==> src/rtl/sled_pkg.sv <==
// Shared types, character codes and helper functions for the string literal decoder.
`default_nettype none

package sled_pkg;

	localparam int unsigned FifoDepth = 4;
	localparam int unsigned PtrW      = $clog2(FifoDepth);
	localparam int unsigned CntW      = $clog2(FifoDepth + 1);

	localparam logic [7:0] ChQuote  = 8'h22;
	localparam logic [7:0] ChBslash = 8'h5c;
	localparam logic [7:0] ChZero   = 8'h30;
	localparam logic [7:0] ChSeven  = 8'h37;
	localparam logic [7:0] ChNine   = 8'h39;
	localparam logic [7:0] ChLowA   = 8'h61;
	localparam logic [7:0] ChLowF   = 8'h66;
	localparam logic [7:0] ChUpA    = 8'h41;
	localparam logic [7:0] ChUpF    = 8'h46;
	localparam logic [7:0] ChLowX   = 8'h78;
	localparam logic [7:0] HexTen   = 8'd10;

	typedef enum logic [2:0] {
		MODE_OPEN,
		MODE_TEXT,
		MODE_BETWEEN,
		MODE_ESC,
		MODE_HEX,
		MODE_OCT
	} sled_mode_t;

	typedef struct packed {
		sled_mode_t  mode;
		logic [7:0]  esc_val;
		logic [1:0]  oct_cnt;
	} sled_state_t;

	typedef struct packed {
		logic [7:0] data;
		logic       has_byte;
		logic       done;
	} sled_res_t;

	// up to two result words per input word
	typedef struct packed {
		logic [1:0] cnt;
		sled_res_t  r1;
		sled_res_t  r0;
	} sled_out_t;

	function automatic sled_out_t push_byte(sled_out_t o, logic [7:0] b);
		sled_out_t t;
		t = o;
		if (o.cnt == 2'd0) begin
			t.r0 = '{data: b, has_byte: 1'b1, done: 1'b0};
		end else begin
			t.r1 = '{data: b, has_byte: 1'b1, done: 1'b0};
		end
		t.cnt = o.cnt + 2'd1;
		return t;
	endfunction

	// simple escape letters; valid bit in [8]
	function automatic logic [8:0] simple_escape(logic [7:0] c);
		logic [8:0] r;
		r = 9'd0;
		unique case (c)
			8'h6e:   r = {1'b1, 8'd10};   // n
			8'h74:   r = {1'b1, 8'd9};    // t
			8'h76:   r = {1'b1, 8'd11};   // v
			8'h62:   r = {1'b1, 8'd8};    // b
			8'h72:   r = {1'b1, 8'd13};   // r
			8'h66:   r = {1'b1, 8'd12};   // f
			8'h61:   r = {1'b1, 8'd7};    // a
			8'h5c:   r = {1'b1, 8'd92};
			8'h3f:   r = {1'b1, 8'd63};
			8'h27:   r = {1'b1, 8'd39};
			8'h22:   r = {1'b1, 8'd34};
			default: r = 9'd0;
		endcase
		return r;
	endfunction

	// hex digit value; valid bit in [4]
	function automatic logic [4:0] hex_digit(logic [7:0] c);
		logic [7:0] v;
		logic [4:0] r;
		v = 8'd0;
		r = 5'd0;
		if (c >= ChZero && c <= ChNine) begin
			v = c - ChZero;
			r = {1'b1, v[3:0]};
		end else if (c >= ChLowA && c <= ChLowF) begin
			v = c - ChLowA + HexTen;
			r = {1'b1, v[3:0]};
		end else if (c >= ChUpA && c <= ChUpF) begin
			v = c - ChUpA + HexTen;
			r = {1'b1, v[3:0]};
		end
		return r;
	endfunction

	function automatic logic is_oct(logic [7:0] c);
		return (c >= ChZero) && (c <= ChSeven);
	endfunction

endpackage

`default_nettype wire

==> src/rtl/sled_decode.sv <==
// Combinational decode of one raw byte against the current decoder state.
`default_nettype none

module sled_decode (
	input  wire logic [7:0]           char_s1,
	input  wire logic                 last_s1,
	input  wire sled_pkg::sled_state_t cur,
	output sled_pkg::sled_state_t     nxt,
	output sled_pkg::sled_out_t       res
);

	logic [8:0]  esc;
	logic [4:0]  hd;
	logic [7:0]  oct_d;
	logic        as_text;
	logic [1:0]  oct_inc;

	always_comb begin
		esc     = sled_pkg::simple_escape(char_s1);
		hd      = sled_pkg::hex_digit(char_s1);
		oct_d   = char_s1 - sled_pkg::ChZero;
		oct_inc = cur.oct_cnt + 2'd1;
		nxt     = cur;
		res     = '0;
		as_text = 1'b0;

		unique case (cur.mode)
			sled_pkg::MODE_OPEN: begin
				nxt.mode = sled_pkg::MODE_TEXT;
			end
			sled_pkg::MODE_TEXT: begin
				as_text = 1'b1;
			end
			sled_pkg::MODE_BETWEEN: begin
				if (char_s1 == sled_pkg::ChQuote) nxt.mode = sled_pkg::MODE_TEXT;
			end
			sled_pkg::MODE_ESC: begin
				if (esc[8]) begin
					res      = sled_pkg::push_byte(res, esc[7:0]);
					nxt.mode = sled_pkg::MODE_TEXT;
				end else if (char_s1 == sled_pkg::ChLowX) begin
					nxt.esc_val = 8'd0;
					nxt.mode    = sled_pkg::MODE_HEX;
				end else if (sled_pkg::is_oct(char_s1)) begin
					nxt.esc_val = oct_d;
					nxt.oct_cnt = 2'd1;
					nxt.mode    = sled_pkg::MODE_OCT;
				end else begin
					// unknown escape gives a zero, then the byte is plain text
					res     = sled_pkg::push_byte(res, 8'd0);
					as_text = 1'b1;
				end
			end
			sled_pkg::MODE_HEX: begin
				if (hd[4]) begin
					nxt.esc_val = {cur.esc_val[3:0], hd[3:0]};
				end else begin
					res         = sled_pkg::push_byte(res, cur.esc_val);
					nxt.esc_val = 8'd0;
					as_text     = 1'b1;
				end
			end
			sled_pkg::MODE_OCT: begin
				if (sled_pkg::is_oct(char_s1)) begin
					nxt.esc_val = {cur.esc_val[4:0], oct_d[2:0]};
					nxt.oct_cnt = oct_inc;
					if (oct_inc == 2'd3) begin
						res         = sled_pkg::push_byte(res, {cur.esc_val[4:0], oct_d[2:0]});
						nxt.esc_val = 8'd0;
						nxt.oct_cnt = 2'd0;
						nxt.mode    = sled_pkg::MODE_TEXT;
					end
				end else begin
					res         = sled_pkg::push_byte(res, cur.esc_val);
					nxt.esc_val = 8'd0;
					nxt.oct_cnt = 2'd0;
					as_text     = 1'b1;
				end
			end
			default: begin
				nxt.mode = sled_pkg::MODE_TEXT;
			end
		endcase

		if (as_text) begin
			priority if (char_s1 == sled_pkg::ChQuote) begin
				nxt.mode = sled_pkg::MODE_BETWEEN;
			end else if (char_s1 == sled_pkg::ChBslash) begin
				nxt.mode = sled_pkg::MODE_ESC;
			end else begin
				res      = sled_pkg::push_byte(res, char_s1);
				nxt.mode = sled_pkg::MODE_TEXT;
			end
		end

		if (last_s1) begin
			// flush an open numeric escape
			if ((nxt.mode == sled_pkg::MODE_HEX || nxt.mode == sled_pkg::MODE_OCT)
			    && res.cnt != 2'd2) begin
				res = sled_pkg::push_byte(res, nxt.esc_val);
			end
			if (res.cnt == 2'd0) begin
				res.cnt = 2'd1;
				res.r0  = '0;
			end
			if (res.cnt == 2'd1) res.r0.done = 1'b1;
			else res.r1.done = 1'b1;
			nxt.mode    = sled_pkg::MODE_OPEN;
			nxt.esc_val = 8'd0;
			nxt.oct_cnt = 2'd0;
		end
	end

endmodule

`default_nettype wire

==> src/rtl/string_literal_escape_decoder_top.sv <==
// Top level: input register, decode, and a four-entry result queue.
// The first result word of an input word passes through the input register, then the result queue.
// Throughput: with out_ready held high, one input word per cycle while each yields at most one
// result word; words that yield two results drain at one result word per cycle through the queue.
// Reset: arst_n clears the decoder state to awaiting the opening quote and empties the queue.
`default_nettype none

module string_literal_escape_decoder_top (
	input  wire logic       clk,
	input  wire logic       arst_n,
	input  wire logic       in_valid,
	output logic            in_ready,
	input  wire logic [7:0] char_in,
	input  wire logic       last_in,
	output logic            out_valid,
	input  wire logic       out_ready,
	output logic [7:0]      byte_out,
	output logic            has_byte,
	output logic            done_out
);

	logic [7:0]            char_s1;
	logic                  last_s1;
	logic                  valid_s1;
	sled_pkg::sled_state_t state_q;
	sled_pkg::sled_state_t state_nxt;
	sled_pkg::sled_out_t   dec;

	sled_pkg::sled_res_t             fifo_q [sled_pkg::FifoDepth];
	logic [sled_pkg::PtrW-1:0]       wr_ptr_q;
	logic [sled_pkg::PtrW-1:0]       rd_ptr_q;
	logic [sled_pkg::CntW-1:0]       count_q;
	logic [sled_pkg::CntW-1:0]       dec_cnt;
	logic [sled_pkg::PtrW-1:0]       wr_ptr_p1;
	logic                            commit;
	logic                            in_acc;
	logic                            pop;

	sled_decode u_decode (
		.char_s1 (char_s1),
		.last_s1 (last_s1),
		.cur     (state_q),
		.nxt     (state_nxt),
		.res     (dec)
	);

	assign dec_cnt   = sled_pkg::CntW'(dec.cnt);
	assign wr_ptr_p1 = wr_ptr_q + sled_pkg::PtrW'(1);
	assign commit    = valid_s1 && (count_q <= sled_pkg::CntW'(sled_pkg::FifoDepth) - dec_cnt);
	assign in_ready  = !valid_s1 || commit;
	assign in_acc    = in_valid && in_ready;
	assign out_valid = (count_q != '0);
	assign pop       = out_valid && out_ready;

	assign byte_out = fifo_q[rd_ptr_q].data;
	assign has_byte = fifo_q[rd_ptr_q].has_byte;
	assign done_out = fifo_q[rd_ptr_q].done;

	always_ff @(posedge clk or negedge arst_n) begin
		if (!arst_n) begin
			valid_s1 <= 1'b0;
			state_q  <= '{mode: sled_pkg::MODE_OPEN, esc_val: 8'd0, oct_cnt: 2'd0};
			wr_ptr_q <= '0;
			rd_ptr_q <= '0;
			count_q  <= '0;
		end else begin
			if (in_acc) valid_s1 <= 1'b1;
			else if (commit) valid_s1 <= 1'b0;
			if (commit) begin
				state_q  <= state_nxt;
				wr_ptr_q <= wr_ptr_q + sled_pkg::PtrW'(dec.cnt);
			end
			if (pop) rd_ptr_q <= rd_ptr_q + sled_pkg::PtrW'(1);
			count_q <= count_q + (commit ? dec_cnt : '0) - sled_pkg::CntW'(pop);
		end
	end

	always_ff @(posedge clk) begin
		if (in_acc) begin
			char_s1 <= char_in;
			last_s1 <= last_in;
		end
		if (commit) begin
			if (dec.cnt != 2'd0) fifo_q[wr_ptr_q] <= dec.r0;
			if (dec.cnt == 2'd2) fifo_q[wr_ptr_p1] <= dec.r1;
		end
	end

endmodule

`default_nettype wire
==> config.mk <==
export PLATFORM = sky130hd
export DESIGN_NAME = string_literal_escape_decoder_top
export DESIGN_NICKNAME = d
export VERILOG_FILES = /design/src/rtl/sled_pkg.sv /design/src/rtl/sled_decode.sv /design/src/rtl/string_literal_escape_decoder_top.sv
export SDC_FILE = /design/constraint.sdc
export NUM_CORES = 1
export LEC_CHECK = 0
export ABC_AREA = 1
export ABC_CLOCK_PERIOD_IN_PS = 6500
export BUFFER_PORTS_ARGS = -buffer_cell sky130_fd_sc_hd__clkbuf_2
export CAP_MARGIN = 30
export CORE_ASPECT_RATIO = 0.9
export CORE_UTILIZATION = 63
export DETAILED_ROUTE_END_ITERATION = 10
export HOLD_SLACK_MARGIN = 0.12
export PLACE_DENSITY_LB_ADDON = 0.3
export SLEW_MARGIN = 0
export SYNTH_ARGS = -nofsm -noshare
export SYNTH_HDL_FRONTEND = slang
export SYNTH_SLANG_ARGS = --single-unit
==> constraint.sdc <==
create_clock -name clk -period 6.5 [get_ports clk]
set_clock_uncertainty 0.2 [all_clocks]
set_input_delay 0.65 -clock clk [delete_from_list [all_inputs] [get_ports clk]]
set_output_delay 0.65 -clock clk [all_outputs]
set_load 0.03 [all_outputs]
-- Word-level counts from Yosys, hierarchy flattened
Memory sizes are Yosys's and may differ from the RTL's.
Index checks and enable logic that the tools add are counted.
Widths: inputs -> output; s select.
- $add $sub $neg: 14
- magnitude comparators: 8
- equality and inequality tests: 26
- mux-type cells: 60
- reduce and logical (&&, ||, !) cells: 20
- operators by type and width (cell ; number):
    $mux 22 ; 8
    $pmux 9 s11 ; 1
    $mux 21 ; 4
    $mux 13 ; 6
    $eq 8x7->1 const B ; 9
    $mux 10 ; 7
    $pmux 22 s3 ; 1
    $eq 8x6->1 const B ; 3
    $pmux 8 s3 ; 1
    $ge 8x7->1 const B ; 2
    $le 8x6->1 const B ; 2
    $le 8x7->1 const B ; 2
    $mux 3 ; 5
    $mux 5 ; 3
    $mux 1 ; 14
    $eq 3x3->1 const B ; 4
    $pmux 3 s4 ; 1
    $mux 11 ; 1
    $add 2x1->2 const B ; 5
    $mux 2 ; 5
    $add 4x4->4 const B ; 2
    $ge 8x6->1 const B ; 1
    $logic_and 1x1->1 ; 8
    $mux 8 ; 1
    23 further kinds ; 32
- bits in registers: 30
- bits in writable memories: 40
- input port bits: 13
- output and inout port bits: 12
- memories: 1
- memory list (memory ; depth ; width ; rd ports ; clocked after Yosys merged registers in ; wr ports ; RTL line ; text):
    fifo_q ; 4 ; 10 ; 1 ; 0 ; 2 ; string_literal_escape_decoder_top.sv:29 ; sled_pkg::sled_res_t fifo_q [sled_pkg::FifoDepth];

-- Depth between registers and ports, before layout
- depth in word-level cells: 28
- mapped depth: 37

-- Modules after synthesis
From an unflattened synthesis, not the netlist that was laid out.
- cells, all modules: 844
- area total of the unflattened synthesis: 5997.0 um^2
- by module, submodules not included (module ; times used ; cells an instance ; area an instance (um^2) ; sequential area each (um^2)):
    string_literal_escape_decoder_top ; 1 ; 375 ; 3510.9 ; 1996.9
    sled_decode ; 1 ; 469 ; 2486.1 ; 0.0

-- Worst setup path before layout
Ideal clock, no wire load.
- kind: reg2reg
- start: register char_s1[0]
- end: register count_q[2] in the netlist's numbering
- setup time: 123 ps
- arrival time: 5203 ps
- required time: 6177 ps
- path slack: 975 ps
- cell stages (with the launch flop): 37
- cell sequence: edfxtp_1 > inv_1 > ha_1 > nand3_1 > nor2_2 > inv_1 > nand2_1 > nand2_1 > nand2_2 > inv_2 > nand2_2 > nand4_1 > ha_1 > nand3_1 > nand2_1 > inv_2 > ha_1 > inv_1 > nand4_2 > nand2_1 > nand2_1 > o22ai_1 > ha_1 > inv_1 > ha_1 > a21oi_1 > o21ai_0 > nand2_1 > nand2_1 > clkinv_1 > clkbuf_1 > nand2_1 > ha_1 > inv_1 > ha_1 > fa_1 > xnor2_1
- word-level cells in the longest chain between the ends: 25
- elaborated cells on any way between the ends: 72
- those cells by class: 5 x add/sub; 8 x order compare; 15 x eq/ne; 36 x mux; 8 x reduce/logical
- RTL lines (element ; RTL line ; text):
    from (decl) ; string_literal_escape_decoder_top.sv:22 ; logic [7:0] char_s1;
    from (signal assigned) ; string_literal_escape_decoder_top.sv:80 ; char_s1 <= char_in;
    branches (longest 18 deep; another with $ge 8x7->1) ; - ;
    $mux 22 (*) ; sled_decode.sv:96 ; if (last_s1) begin
    $sub 3x2->3 ; string_literal_escape_decoder_top.sv:49 ; assign commit = valid_s1 && (count_q <= sled_pkg::CntW'(sled_pkg::FifoDepth) - dec_cnt);
    $le 3x3->1 ; string_literal_escape_decoder_top.sv:49 ;
    $logic_and 1x1->1 ; string_literal_escape_decoder_top.sv:49 ;
    $mux 2 (*) ; string_literal_escape_decoder_top.sv:74 ; count_q <= count_q + (commit ? dec_cnt : '0) - sled_pkg::CntW'(pop);
    $add 3x2->3 (*) ; string_literal_escape_decoder_top.sv:74 ;
    $sub 3x1->3 (*) ; string_literal_escape_decoder_top.sv:74 ;
    to (signal assigned) ; string_literal_escape_decoder_top.sv:74 ;
    to (decl) ; string_literal_escape_decoder_top.sv:32 ; logic [sled_pkg::CntW-1:0] count_q;
Every way passes the cells marked *. The select of a mux whose other input is x is not followed.
A chain may end at the register's enable or synchronous reset.

==> run_results.csv <==
group,metric,value,unit
job,cap_violations,0,
setup_path,critPathArrivalTime,5940,ps
outcome,violations,"design-rule violations",
timing,finalHoldViolations,0,
setup_path,start_kind,"flip-flop",
synth,synth.avg_cell_area,7.37,um2
detailed_routing,antenna_violating_nets_post_route,0,
clock_tree,clock_sinks,70,
grt,gr-total-overflow,0,
outcome,status,"finished with violations",
pwr,leakagePower,2.54,nW
placement,post-dp-hpwl,11.4,mm
finish,drive_above_1_share,15.6,%
die,num_rows,31,
timing,hold_ws,261,ps
finish,fillers,642,
finish,finalInstanceArea,0.00570,mm2
grt,busiest_layer,"met2",
grt,globalRouteMet3Util,10.1,%
clock_tree,clkTransAtPathRegs,90,ps
detailed_routing,vias,5185,
finish,n_antenna_cell,0,
setup_path,end_kind,"flip-flop",
die,die_x,97.7,um
placement,gp_congestion,1.11,
clock_tree,cts_max_path_buffers,2,
setup_path,required,6350,ps
synth,synth_cell_types,43,
grt,grt_pass1_wl,23.4,mm
clock_tree,insertion_delay,360,ps
grt,antenna_found_initial,0,
die,die-area,0.00862,mm2
timing,min_period,6090,ps
timing,drv_slew,0,
synth,synthMuxAreaShare,0,%
timing,setup_viol,0,
finish,area_growth,9.68,%
synth,netlist_instances,705,
detailed_routing,drt-wirelength-per-cell,17.7,um
setup_path,slowest_stage,"edfxtp_1",
die,chipHeight,88.2,um
clock_tree,numCtsBuffers,9,
die,coreArea,0.00803,mm2
detailed_routing,dr.pass1.iters,8,
synth,ys.warnings.count,0,
clock_tree,clockRootBuffer,"clkbuf_8",
grt,grt_util_met2,56.5,%
detailed_routing,vias_per_cell,6.15,
synth,yosysSeqAreaShare,38.4,%
pwr,totalPowerFinal,2.41,mW
finish,finalNonFillerCells,843,
synth,netlist_area,0.00520,mm2
setup_path,rrSetupSlack,410,ps
worst_hold_path,hold_path_class,"in -> reg",
clock_tree,cts_tree,"yes",
timing,clock.fmax,164,MHz
timing,worstMarginPinSlew,746,ps
detailed_routing,drc,4,
setup_path,crit_path_frequent_cell,"nand2_1",
pwr,max-vdd-ir-drop,385,uV
grt,grt_max_degree,24,
finish,final_util,71.0,%
synth,synth-xor-area-share,1.18,%
die,initial_core_util,64.7,%
setup_path,slowest_delay,510,ps
synth,synth_top_family_by_area,"simple AND/OR/NAND/NOR gates",
placement,portBuffers,24,
placement,place_area,0.00544,mm2
grt,globalRouteMet1Util,48.0,%
placement,placed_cells,821,
timing,slew_headroom,50.1,%
die,boundaryPins,25,
timing,final.period_utilization,93.7,%
detailed_routing,wl,14.9,mm
synth,synth_adder_area_share,5.68,%
setup_path,path_max_fanout,14,
synth,synth-simple-area-share,31.3,%
clock_tree,htreeDepth,3,
synth,synth_compound_area_share,15.5,%
synth,ys_ff_latch,70,
finish,nNetsFinal,775,
grt,grtUsageTotal,35.7,%
synth,synth.net_count,741,
detailed_routing,drt_iter0_markers,571,
grt,grt_pass1_vias,4654,
pwr,power_density,423,mW/mm2
setup_path,crit_type,"reg -> reg",
[stage by stage]
stage	setup WS, ps	TNS [ps]
floorplan	975	0
global placement	653	0
detailed placement	395	0
CTS	345	0
global route	-4.57	-4.57
finish	412	0
[area by class of cell]
type	instances	area, um2	share of cell area, %
Timing Repair Buffer	43	265	4.65
Inverter	83	319	5.60
Clock inverter	4	28.8	0.505
Tap cell	99	124	2.17
Multi-Input combinational cell	532	2800	49.1
Sequential cell	70	2000	35.0
Clock buffer	12	166	2.92
[worst paths after layout]
| check | start | endpoint | cells after the start |
|---|---|---|---|
| min in group asynchronous | arst_n | state_q[8] | 2 |
| hold reg to reg | count_q[0] | count_q[0] | 1 |
| hold / removal | char_in[7] | char_s1[7] | 1 |
| setup / recovery | char_s1[0] | fifo_q[1][5] | 35 |
| setup reg to reg | char_s1[0] | fifo_q[1][5] | 35 |
| max in group asynchronous | arst_n | valid_s1 | 2 |
[state kept, by name, summed over array words and instances, names as in the netlist]
name and cells:
wr_ptr_q 2, last_s1 1, count_q 3, fifo_q 40, rd_ptr_q 2, valid_s1 1
char_s1 8, state_q 13
[cells in the final DEF (no fill, tap or decap), drive strengths merged, types with 4 or more instances in the layout]
| cell type | count |
|---|---|
| buf | 18 |
| inv | 81 |
| a21oi | 10 |
| a31oi | 4 |
| clkinvlp | 4 |
| nor3 | 5 |
| ha | 22 |
| o211ai | 7 |
| nor2 | 81 |
| o22ai | 26 |
| o21ai | 87 |
| dfrtp | 21 |
| xor2 | 4 |
| nand3 | 48 |
| nand4 | 8 |
| clkbuf | 36 |
| edfxtp | 49 |
| nand2 | 218 |
[Yosys cell counts (all sizes together)]
master / number / area [um2]
nand3: 48 / 313
buf: 8 / 52.6
a211oi: 1 / 7.51
clkbuf: 12 / 45.0
nand4: 8 / 56.3
a21oi: 10 / 50.1
o21bai: 2 / 18.8
nor3: 5 / 41.3
nor4: 1 / 6.26
dfrtp: 21 / 526
nand2: 218 / 831
clkinv: 1 / 3.75
ha: 22 / 275
xor2: 4 / 35.0
o22ai: 26 / 169
or2: 1 / 6.26
a21boi: 1 / 7.51
o31ai: 1 / 7.51
xnor2: 3 / 26.3
a31oi: 4 / 31.3
inv: 82 / 308
nor3b: 1 / 7.51
edfxtp: 49 / 1470
o211ai: 7 / 52.6
nor2: 81 / 367
fa: 1 / 20.0
o21ai: 87 / 462
[what timing repair did]
action	in CTS	in global routing
setup buffers	0	5
gates resized for setup	0	5
endpoints found under the setup margin	0	51
hold buffers	1	0
hold endpoints to repair	21	0
[kinds of logic (layout without fill, tap and decap cells)]
kind of cell,Yosys count,count (layout)
xor+xnor,7,7
fa+ha+maj,23,23
flops,70,70
buf+inv,103,142
simple gates,363,363
compound gates,139,139
[routing by layer]
layer,vias to the layer above,share of wire (%)
met2,352,44
li1,2412,-
met4,0,2.6
met1,2371,41
met5,-,0
met3,50,12
[critical path, delay by kind of cell, from the launching register on]
family | cells | cell delay, ps
and+or+nand+nor | 16 | 1860
adders and majority gates | 5 | 1260
DFF | 1 | 510
buffers and inverters | 10 | 1360
AOI/OAI and AO/OA | 4 | 570
[power by group]
part	leakage [nW]	internal, mW	switching (mW)	total, mW
Clock	0.0937	0.172	0.173	0.346
Combinational	1.72	0.386	0.904	1.29
Sequential	0.730	0.655	0.123	0.778
Note: power is estimated with default switching activity, not from simulation.
